==> src/hdl/stihr_pkg.sv <==
// Shared types, constants and the ADC-to-temperature conversion for the
// solder tip heater regulator. No dependencies.
`timescale 1ns / 1ps

package stihr_pkg;

  localparam int ADC_W   = 12;
  localparam int TEMP_W  = 8;
  localparam int DUTY_W  = 10;   // duty field on the result beat
  localparam int CNT_W   = 16;
  localparam int GAIN_W  = 8;
  localparam int CFG_IDX_W  = 3;
  localparam int CFG_DATA_W = 16;

  // Duty ceiling; the stored duty is as wide as the ceiling needs.
  localparam int DUTY_MAX   = 1023;
  localparam int DUTY_VAL_W = $clog2(DUTY_MAX + 1);

  // Q16 form of (0.1282 * adc + 12.42) / 5.
  localparam int TEMP_MUL    = 1680;
  localparam int TEMP_OFFSET = 162791;
  localparam int TEMP_SHIFT  = 16;
  localparam int TEMP_ACC_W  = 24;

  // Reported limit sits this far below the measured temperature.
  localparam logic [TEMP_W-1:0] LIMIT_MARGIN = TEMP_W'(2);

  localparam logic [CNT_W-1:0]  PERIOD_RESET = CNT_W'(100);
  localparam logic [TEMP_W-1:0] TEMP_RESET   = TEMP_W'(11);

  typedef enum logic [CFG_IDX_W-1:0] {
    REG_SETPOINT      = 3'd0,
    REG_GAIN_POS      = 3'd1,
    REG_GAIN_NEG      = 3'd2,
    REG_PERIOD        = 3'd3,
    REG_DUTY_HIGH     = 3'd4,
    REG_WDOG_TEMP     = 3'd5,
    REG_OVERHEAT      = 3'd6,
    REG_COOLDOWN      = 3'd7
  } cfg_reg_t;

  typedef struct packed {
    logic [TEMP_W-1:0] setpoint;
    logic [GAIN_W-1:0] gain_positive;
    logic [GAIN_W-1:0] gain_negative;
    logic [CNT_W-1:0]  control_period;
    logic [CNT_W-1:0]  duty_high_threshold;
    logic [TEMP_W-1:0] watchdog_enable_temp;
    logic [CNT_W-1:0]  overheat_ticks;
    logic [CNT_W-1:0]  cooldown_ticks;
  } stihr_cfg_t;

  // One tick after the temperature conversion.
  typedef struct packed {
    logic [TEMP_W-1:0] tip_temp;
    logic              run_enable;
    logic              pwm_is_low;
  } stihr_tick_t;

  // Fields of the result beat, lowest field last here (packed order).
  typedef struct packed {
    logic              cooling;
    logic [TEMP_W-1:0] temp_limit;
    logic              overheat_event;
    logic [TEMP_W-1:0] tip_temp;
    logic [DUTY_W-1:0] duty;
  } stihr_result_t;

  function automatic logic [TEMP_W-1:0] tip_from_adc(input logic [ADC_W-1:0] adc);
    logic [TEMP_ACC_W-1:0] acc;
    acc = TEMP_ACC_W'(adc) * TEMP_ACC_W'(TEMP_MUL) + TEMP_ACC_W'(TEMP_OFFSET);
    return acc[TEMP_SHIFT +: TEMP_W];
  endfunction

endpackage

==> src/hdl/stihr_regulator.sv <==
// Regulator state and per-tick update: period divider, duty update,
// overheat watchdog and cooldown. Depends on stihr_pkg.
`timescale 1ns / 1ps

module stihr_regulator import stihr_pkg::*; (
  input  logic          clk,
  input  logic          rst,
  input  logic          step,      // consume one tick this cycle
  input  stihr_tick_t   tick,
  input  stihr_cfg_t    cfg,
  output stihr_result_t result     // outcome of the tick being consumed
);

  localparam int ERR_W  = TEMP_W + 1;
  localparam int PROD_W = ERR_W + GAIN_W + 1;
  localparam int SUM_W  = ((DUTY_VAL_W > PROD_W) ? DUTY_VAL_W : PROD_W) + 2;

  logic [CNT_W-1:0]      period_counter, period_counter_next;
  logic [CNT_W-1:0]      cooldown_counter, cooldown_counter_next;
  logic [CNT_W-1:0]      overheat_counter, overheat_counter_next;
  logic [DUTY_VAL_W-1:0] duty_value, duty_value_next;
  logic [TEMP_W-1:0]     measured_temp, measured_temp_next;
  logic [TEMP_W-1:0]     limit_value, limit_value_next;

  logic signed [ERR_W-1:0]  err;
  logic [GAIN_W-1:0]        gain;
  logic signed [PROD_W-1:0] prod;
  logic signed [SUM_W-1:0]  sum;
  logic [DUTY_VAL_W-1:0]    duty_upd;
  logic [CNT_W-1:0]         duty_ext;
  logic                     duty_hot;
  logic [CNT_W-1:0]         wd_count;
  logic [CNT_W-1:0]         cd_pre;
  logic                     event_fire;

  // Duty update arithmetic, from the fresh sample.
  always_comb begin
    err  = $signed({1'b0, cfg.setpoint}) - $signed({1'b0, tick.tip_temp});
    gain = (err > 0) ? cfg.gain_positive : cfg.gain_negative;
    prod = PROD_W'(err) * $signed({1'b0, gain});
    sum  = $signed({{(SUM_W - DUTY_VAL_W){1'b0}}, duty_value})
         + $signed({{(SUM_W - PROD_W){prod[PROD_W-1]}}, prod});
    if (sum < 0) begin
      duty_upd = '0;
    end else if (sum > $signed(SUM_W'(DUTY_MAX))) begin
      duty_upd = DUTY_VAL_W'(DUTY_MAX);
    end else begin
      duty_upd = sum[DUTY_VAL_W-1:0];
    end
  end

  always_comb begin
    period_counter_next   = period_counter;
    overheat_counter_next = overheat_counter;
    duty_value_next       = duty_value;
    measured_temp_next    = measured_temp;
    limit_value_next      = limit_value;
    cd_pre                = cooldown_counter;
    event_fire            = 1'b0;
    wd_count              = overheat_counter;
    duty_ext              = '0;
    duty_hot              = 1'b0;

    if (tick.run_enable) begin
      if (period_counter != '0) begin
        period_counter_next = period_counter - 1'b1;
      end else if (cooldown_counter == '0) begin
        if (tick.pwm_is_low) begin
          measured_temp_next  = tick.tip_temp;
          duty_value_next     = duty_upd;
          period_counter_next = cfg.control_period;
        end
        // watchdog sees the duty after any update
        duty_ext = CNT_W'(duty_value_next);
        duty_hot = duty_ext >= cfg.duty_high_threshold;
        if (wd_count < cfg.overheat_ticks && cfg.setpoint >= cfg.watchdog_enable_temp
            && duty_hot) begin
          wd_count = wd_count + 1'b1;
        end
        if (wd_count != '0 && wd_count < cfg.overheat_ticks && !duty_hot) begin
          wd_count = wd_count - 1'b1;
        end
        if (wd_count >= cfg.overheat_ticks) begin
          event_fire       = 1'b1;
          limit_value_next = (measured_temp_next >= LIMIT_MARGIN)
                           ? measured_temp_next - LIMIT_MARGIN : '0;
          duty_value_next  = '0;
          wd_count         = '0;
          cd_pre           = cfg.cooldown_ticks;
        end
        overheat_counter_next = wd_count;
      end else begin
        duty_value_next = '0;
      end
    end else begin
      duty_value_next = '0;
    end

    // cooldown runs every tick, even the one that loaded it
    cooldown_counter_next = (cd_pre != '0) ? cd_pre - 1'b1 : '0;
  end

  always_ff @(posedge clk) begin
    if (rst) begin
      period_counter   <= PERIOD_RESET;
      cooldown_counter <= '0;
      overheat_counter <= '0;
      duty_value       <= '0;
      measured_temp    <= TEMP_RESET;
      limit_value      <= '0;
    end else if (step) begin
      period_counter   <= period_counter_next;
      cooldown_counter <= cooldown_counter_next;
      overheat_counter <= overheat_counter_next;
      duty_value       <= duty_value_next;
      measured_temp    <= measured_temp_next;
      limit_value      <= limit_value_next;
    end
  end

  always_comb begin
    result.duty           = DUTY_W'(duty_value_next);
    result.tip_temp       = measured_temp_next;
    result.overheat_event = event_fire;
    result.temp_limit     = limit_value_next;
    result.cooling        = cooldown_counter_next != '0;
  end

endmodule

==> src/hdl/solder_tip_heater_regulator.sv <==
// Top level of the solder tip heater regulator: stream ports, register
// file, tick input register and result register. Depends on stihr_pkg
// and stihr_regulator.
`timescale 1ns / 1ps

// Channel   Dir  Beat                        Width
// s_axis    in   one timer tick              16 (adc_sample, run_enable, pwm_is_low)
// m_axis    out  one result per tick         32 (duty, tip_temp, event, limit, cooling)
// cfg       in   register write              3 index + 16 data
//
// From input beat to result beat a tick passes the tick register, then the
// result register: the temperature conversion sits before the tick register,
// the control and watchdog update between the two. One tick is accepted
// per cycle; the state loop closes in the second stage. rst (synchronous)
// restores register and state reset values. A stalled m_axis holds the
// result and back-pressures s_axis only once both stages are full.

module solder_tip_heater_regulator import stihr_pkg::*; (
  input  logic                  clk,
  input  logic                  rst,
  input  logic                  s_axis_tvalid,
  output logic                  s_axis_tready,
  input  logic [15:0]           s_axis_tdata,  // adc_sample[11:0], run_enable, pwm_is_low
  output logic                  m_axis_tvalid,
  input  logic                  m_axis_tready,
  output logic [31:0]           m_axis_tdata,  // duty[9:0], tip_temp, overheat_event,
                                               // temp_limit, cooling
  input  logic                  cfg_valid,
  output logic                  cfg_ready,
  input  logic [CFG_IDX_W-1:0]  cfg_index,
  input  logic [CFG_DATA_W-1:0] cfg_data
);

  stihr_cfg_t    cfg;
  stihr_tick_t   tick, tick_in;
  logic          tick_valid;
  stihr_result_t result, result_comb;
  logic          result_valid;
  logic          advance;

  // Register file; writes are taken every cycle.
  assign cfg_ready = 1'b1;

  always_ff @(posedge clk) begin
    if (rst) begin
      cfg.setpoint             <= TEMP_W'(10);
      cfg.gain_positive        <= GAIN_W'(1);
      cfg.gain_negative        <= GAIN_W'(1);
      cfg.control_period       <= PERIOD_RESET;
      cfg.duty_high_threshold  <= CNT_W'(800);
      cfg.watchdog_enable_temp <= TEMP_W'(60);
      cfg.overheat_ticks       <= CNT_W'(1000);
      cfg.cooldown_ticks       <= CNT_W'(1000);
    end else if (cfg_valid) begin
      case (cfg_reg_t'(cfg_index))
        REG_SETPOINT:  cfg.setpoint             <= cfg_data[TEMP_W-1:0];
        REG_GAIN_POS:  cfg.gain_positive        <= cfg_data[GAIN_W-1:0];
        REG_GAIN_NEG:  cfg.gain_negative        <= cfg_data[GAIN_W-1:0];
        REG_PERIOD:    cfg.control_period       <= cfg_data[CNT_W-1:0];
        REG_DUTY_HIGH: cfg.duty_high_threshold  <= cfg_data[CNT_W-1:0];
        REG_WDOG_TEMP: cfg.watchdog_enable_temp <= cfg_data[TEMP_W-1:0];
        REG_OVERHEAT:  cfg.overheat_ticks       <= cfg_data[CNT_W-1:0];
        REG_COOLDOWN:  cfg.cooldown_ticks       <= cfg_data[CNT_W-1:0];
        default: ;
      endcase
    end
  end

  // Stage 1: convert the sample on the way into the tick register.
  always_comb begin
    tick_in.tip_temp   = tip_from_adc(s_axis_tdata[ADC_W-1:0]);
    tick_in.run_enable = s_axis_tdata[ADC_W];
    tick_in.pwm_is_low = s_axis_tdata[ADC_W+1];
  end

  // Stage 2 consumes the tick when the result register is free or draining.
  assign advance       = tick_valid && (!result_valid || m_axis_tready);
  assign s_axis_tready = !tick_valid || advance;

  always_ff @(posedge clk) begin
    if (rst) begin
      tick_valid <= 1'b0;
    end else if (s_axis_tready) begin
      tick_valid <= s_axis_tvalid;
    end
  end

  always_ff @(posedge clk) begin
    if (s_axis_tready && s_axis_tvalid) begin
      tick <= tick_in;
    end
  end

  stihr_regulator u_regulator (
    .clk    (clk),
    .rst    (rst),
    .step   (advance),
    .tick   (tick),
    .cfg    (cfg),
    .result (result_comb)
  );

  always_ff @(posedge clk) begin
    if (rst) begin
      result_valid <= 1'b0;
    end else if (advance) begin
      result_valid <= 1'b1;
    end else if (m_axis_tready) begin
      result_valid <= 1'b0;
    end
  end

  always_ff @(posedge clk) begin
    if (advance) begin
      result <= result_comb;
    end
  end

  assign m_axis_tvalid = result_valid;
  assign m_axis_tdata  = {4'b0, result};

`ifndef NO_ASSERTIONS
  // The cutoff always leaves the heater off.
  a_event_duty_zero: assert property (@(posedge clk) disable iff (rst)
    result_valid && result.overheat_event |-> result.duty == '0)
    else $error("overheat event with nonzero duty");

  // No duty while the cooldown is running.
  a_cooling_duty_zero: assert property (@(posedge clk) disable iff (rst)
    result_valid && result.cooling |-> result.duty == '0)
    else $error("duty nonzero during cooldown");

  // A tick taken while stopped yields zero duty.
  a_stopped_duty_zero: assert property (@(posedge clk) disable iff (rst)
    advance && !tick.run_enable |=> result.duty == '0)
    else $error("duty nonzero while stopped");
`endif

endmodule

==> config.mk <==
export PLATFORM = sky130hd
export DESIGN_NAME = solder_tip_heater_regulator
export DESIGN_NICKNAME = d
export VERILOG_FILES = /design/src/hdl/stihr_pkg.sv /design/src/hdl/stihr_regulator.sv /design/src/hdl/solder_tip_heater_regulator.sv
export SDC_FILE = /design/constraint.sdc
export NUM_CORES = 1
export LEC_CHECK = 0
export BUFFER_PORTS_ARGS = -buffer_cell sky130_fd_sc_hd__clkbuf_2
export CAP_MARGIN = 20
export CORE_UTILIZATION = 35
export CTS_BUF_LIST = sky130_fd_sc_hd__clkbuf_4 sky130_fd_sc_hd__clkbuf_8
export DETAILED_ROUTE_END_ITERATION = 16
export GPL_ROUTABILITY_DRIVEN = 1
export PLACE_DENSITY = 0.51
export SLEW_MARGIN = 10
export SYNTH_ARGS = -nofsm -noshare
export SYNTH_HDL_FRONTEND = slang
export SYNTH_SLANG_ARGS = --single-unit
==> constraint.sdc <==
create_clock -name clk -period 46.7 [get_ports clk]
set_input_delay 2.335 -clock clk [delete_from_list [all_inputs] [get_ports clk]]
set_output_delay 2.335 -clock clk [all_outputs]
set_load 0.01 [all_outputs]
==> flow_summary.yaml <==
cts:
  cts_hold_buf: 0
  cts-htree-levels: 2
  postCtsSetupBuffers: 0
  clk_path_buf_depth: 3
  clk_pin_slew_ns: 0.05
  root_buffer: "clkbuf_8"
  cts_buffers: 39
  clock_sinks: 210
  cts_resized: 0
  cts_tree: "yes"
  clkLatencyLatePin_ns: 0.60
placement:
  dpl.hpwl_mm: 35.33
  gp_congestion: 0.8603
  portBuffers: 67
logic_synthesis:
  ys_top_cells_by_area: "dfxtp_1 (20%), ha_1 (13%), fa_1 (9.8%)"
  synth_common_cells: "nand2_1 (384), inv_1 (226), ha_1 (183), a21oi_1 (175), dfxtp_1 (172)"
  synth_most_common_cell: "nand2_1"
  ys_ff_latch: 210
  ys_types: 76
  async_flop_share_pct: 0
  synth_top_area_share_pct: 20.23
  synth_edf_count: 38
  synth.yosys.seq_area_share_pct: 26.94
  synth_ff_type: "dfxtp_1"
  netlist_instances: 2112
  syn-cell-area_mm2: 0.01702
  avgSynthCellArea_um2: 8.059
  yosysWarnings: 0
  synth_top_cell_by_area: "dfxtp_1"
sta:
  fmax_mhz: 50.46
  slew_headroom_pct: 30.38
  finalClockSkew_ns: 0.02939
  post-route-min-period_ns: 19.82
  setup_viol: 0
  final_hold_viol_count: 0
  whs_ns: 0.4525
  rsz0062_at_grt: "no"
  drv_slew: 0
  tns_ns: 0
  period_share_pct: 42.43
  worst_pin_slew_ns: 1.042
detailed_routing:
  drtAntennaViolNets: 0
  drc: 0
  wire_per_inst_um: 16.51
  num_vias: 14350
  drt_iter0_drc: 977
  via_per_inst: 5.119
  drt_pre_antenna_iters: 5
  finalWirelength_mm: 46.28
setup_path:
  cp-startpoint: "tick[2]"
  end_kind: "register"
  cp.required_ns: 47.03
  slowest_stage: "a2111oi_0"
  startpoint_type: "register"
  slowest_delay_ns: 0.71
  cpMostUsedCell: "ha_1"
  path_max_fanout: 26
  crit_type: "register to register"
  r2r-start: "tick[2]"
  arrival_ns: 20.15
floorplanning:
  die-height_um: 222.5
  die-area_mm2: 0.04952
  io_pins: 75
  rows: 80
  die_x_um: 222.5
  start_util_pct: 35.57
  fp.coreArea_mm2: 0.04785
power_and_ir_drop:
  p_leak_nw: 8.600
  peakVddDrop_uv: 20.88
  powerDensity_mw_per_mm2: 44.67
  power_w: 0.0008399
status:
  status: "finished clean"
global_routing:
  grt_pass1_vias: 14010
  gr-usage-all-layers_pct: 18.91
  grt_pass1_wl_mm: 75.07
  grt_overflow_total: 0
  grt_max_degree: 65
  grt_antenna_before_repair: 0
cells_and_area:
  drive_above_1_share_pct: 8.867
  finish.net_count: 2464
  diodes: 0
  synthToLayoutAreaGrowth_pct: 10.46
worst_hold_path:
  hold_path_startpoint: "cfg[69]"
  holdCritPathClass: "register to register"
flow_run:
  drv_cap: 0
critical path, delay by kind of cell (launching register included):
kind	cells	cell delay [ns]
buffers and inverters	7	0.97
AOI/OAI and AO/OA	26	6.21
muxes	1	0.67
DFF	1	0.53
and+or+nand+nor	22	5.53
adders and majority gates	12	4.62
xor gates and xnor gates	4	0.98
state kept, by name, indices dropped and copies added (netlist names):
signal                        flops
tick                             10
cfg                              96
u_regulator.limit_value           8
u_regulator.period_counter       16
m_axis_tdata                     28
u_regulator.measured_temp         8
u_regulator.duty_value           10
u_regulator.cooldown_counter     16
u_regulator.overheat_counter     16
tick_valid                        1
m_axis_tvalid                     1
logic make-up after synthesis:
logic type | Yosys count | synth area share [%]
other | 2 | 0.04412
multiplexers | 43 | 2.610
adder cells (fa/ha/maj) | 266 | 23.22
flip-flops | 210 | 26.94
AO/OA/AOI/OAI | 424 | 15.43
AND/OR/NAND/NOR | 776 | 20.50
XOR/XNOR | 82 | 4.220
buffers and inverters | 309 | 7.043
report_power, final:
part / internal [W] / switching, W / total [W]
logic: 0.000166 / 0.000259 / 0.000424
registers: 0.000201 / 0.0000152 / 0.000216
clock network: 0.000115 / 0.0000841 / 0.000200
total: 0.000482 / 0.000358 / 0.000840
cells in the final DEF (no fill, tap or decap), types with 21 or more instances in the layout:
cell type and n:
fa_1 83, nor2_1 148, nor3_1 45, ha_1 183, a21oi_1 175, nand2_1 384
clkbuf_2 66, o211ai_1 22, clkbuf_8 50, nand3_1 47, mux2i_1 32, inv_1 226
xnor2_1 49, nand4_1 21, a21o_1 35, edfxtp_1 38, o21ai_0 81, xor2_1 33
dfxtp_1 172
area by class of cell:
type                            count  area (um^2)
Clock buffer                       60        763.2
Sequential cell                   210         4584
Timing Repair Buffer               83        461.7
Multi-Input combinational cell   1596        11260
Clock inverter                     11        107.6
Fill cell                        4949        29050
Inverter                          228        855.8
Tap cell                          615        769.5
path summary, 6_finish.rpt:
check | slack [ns] | to | cells past startpoint
min reg2reg | 0.45 | cfg[69] | 2
min | 0.45 | cfg[69] | 2
max | 26.88 | m_axis_tdata[27] | 72
max reg2reg | 26.88 | m_axis_tdata[27] | 72
per-stage QoR:
step                setup WS [ns]  utilization [%]  cell area, um^2  instances
detailed placement          26.53            37.43            17910       2729
CTS                         26.50            39.25            18780       2800
global placement            26.72            37.39            17890       2727
global route                25.27            39.29            18800       2803
finish                      26.88            39.29            18800       2803
floorplan                   30.43                -            17030       2115
routing by layer:
| metal | share of wire [%] | wire length, um | track usage (%) |
|---|---|---|---|
| met1 | 48 | 22210 | 25.63 |
| met3 | 4.9 | 2251 | 3.399 |
| met2 | 45 | 20720 | 30.50 |
| met4 | 2.4 | 1089 | 5.673 |
| met5 | 0 | 0 | 0 |
Note: power is estimated with default switching activity, not from simulation.
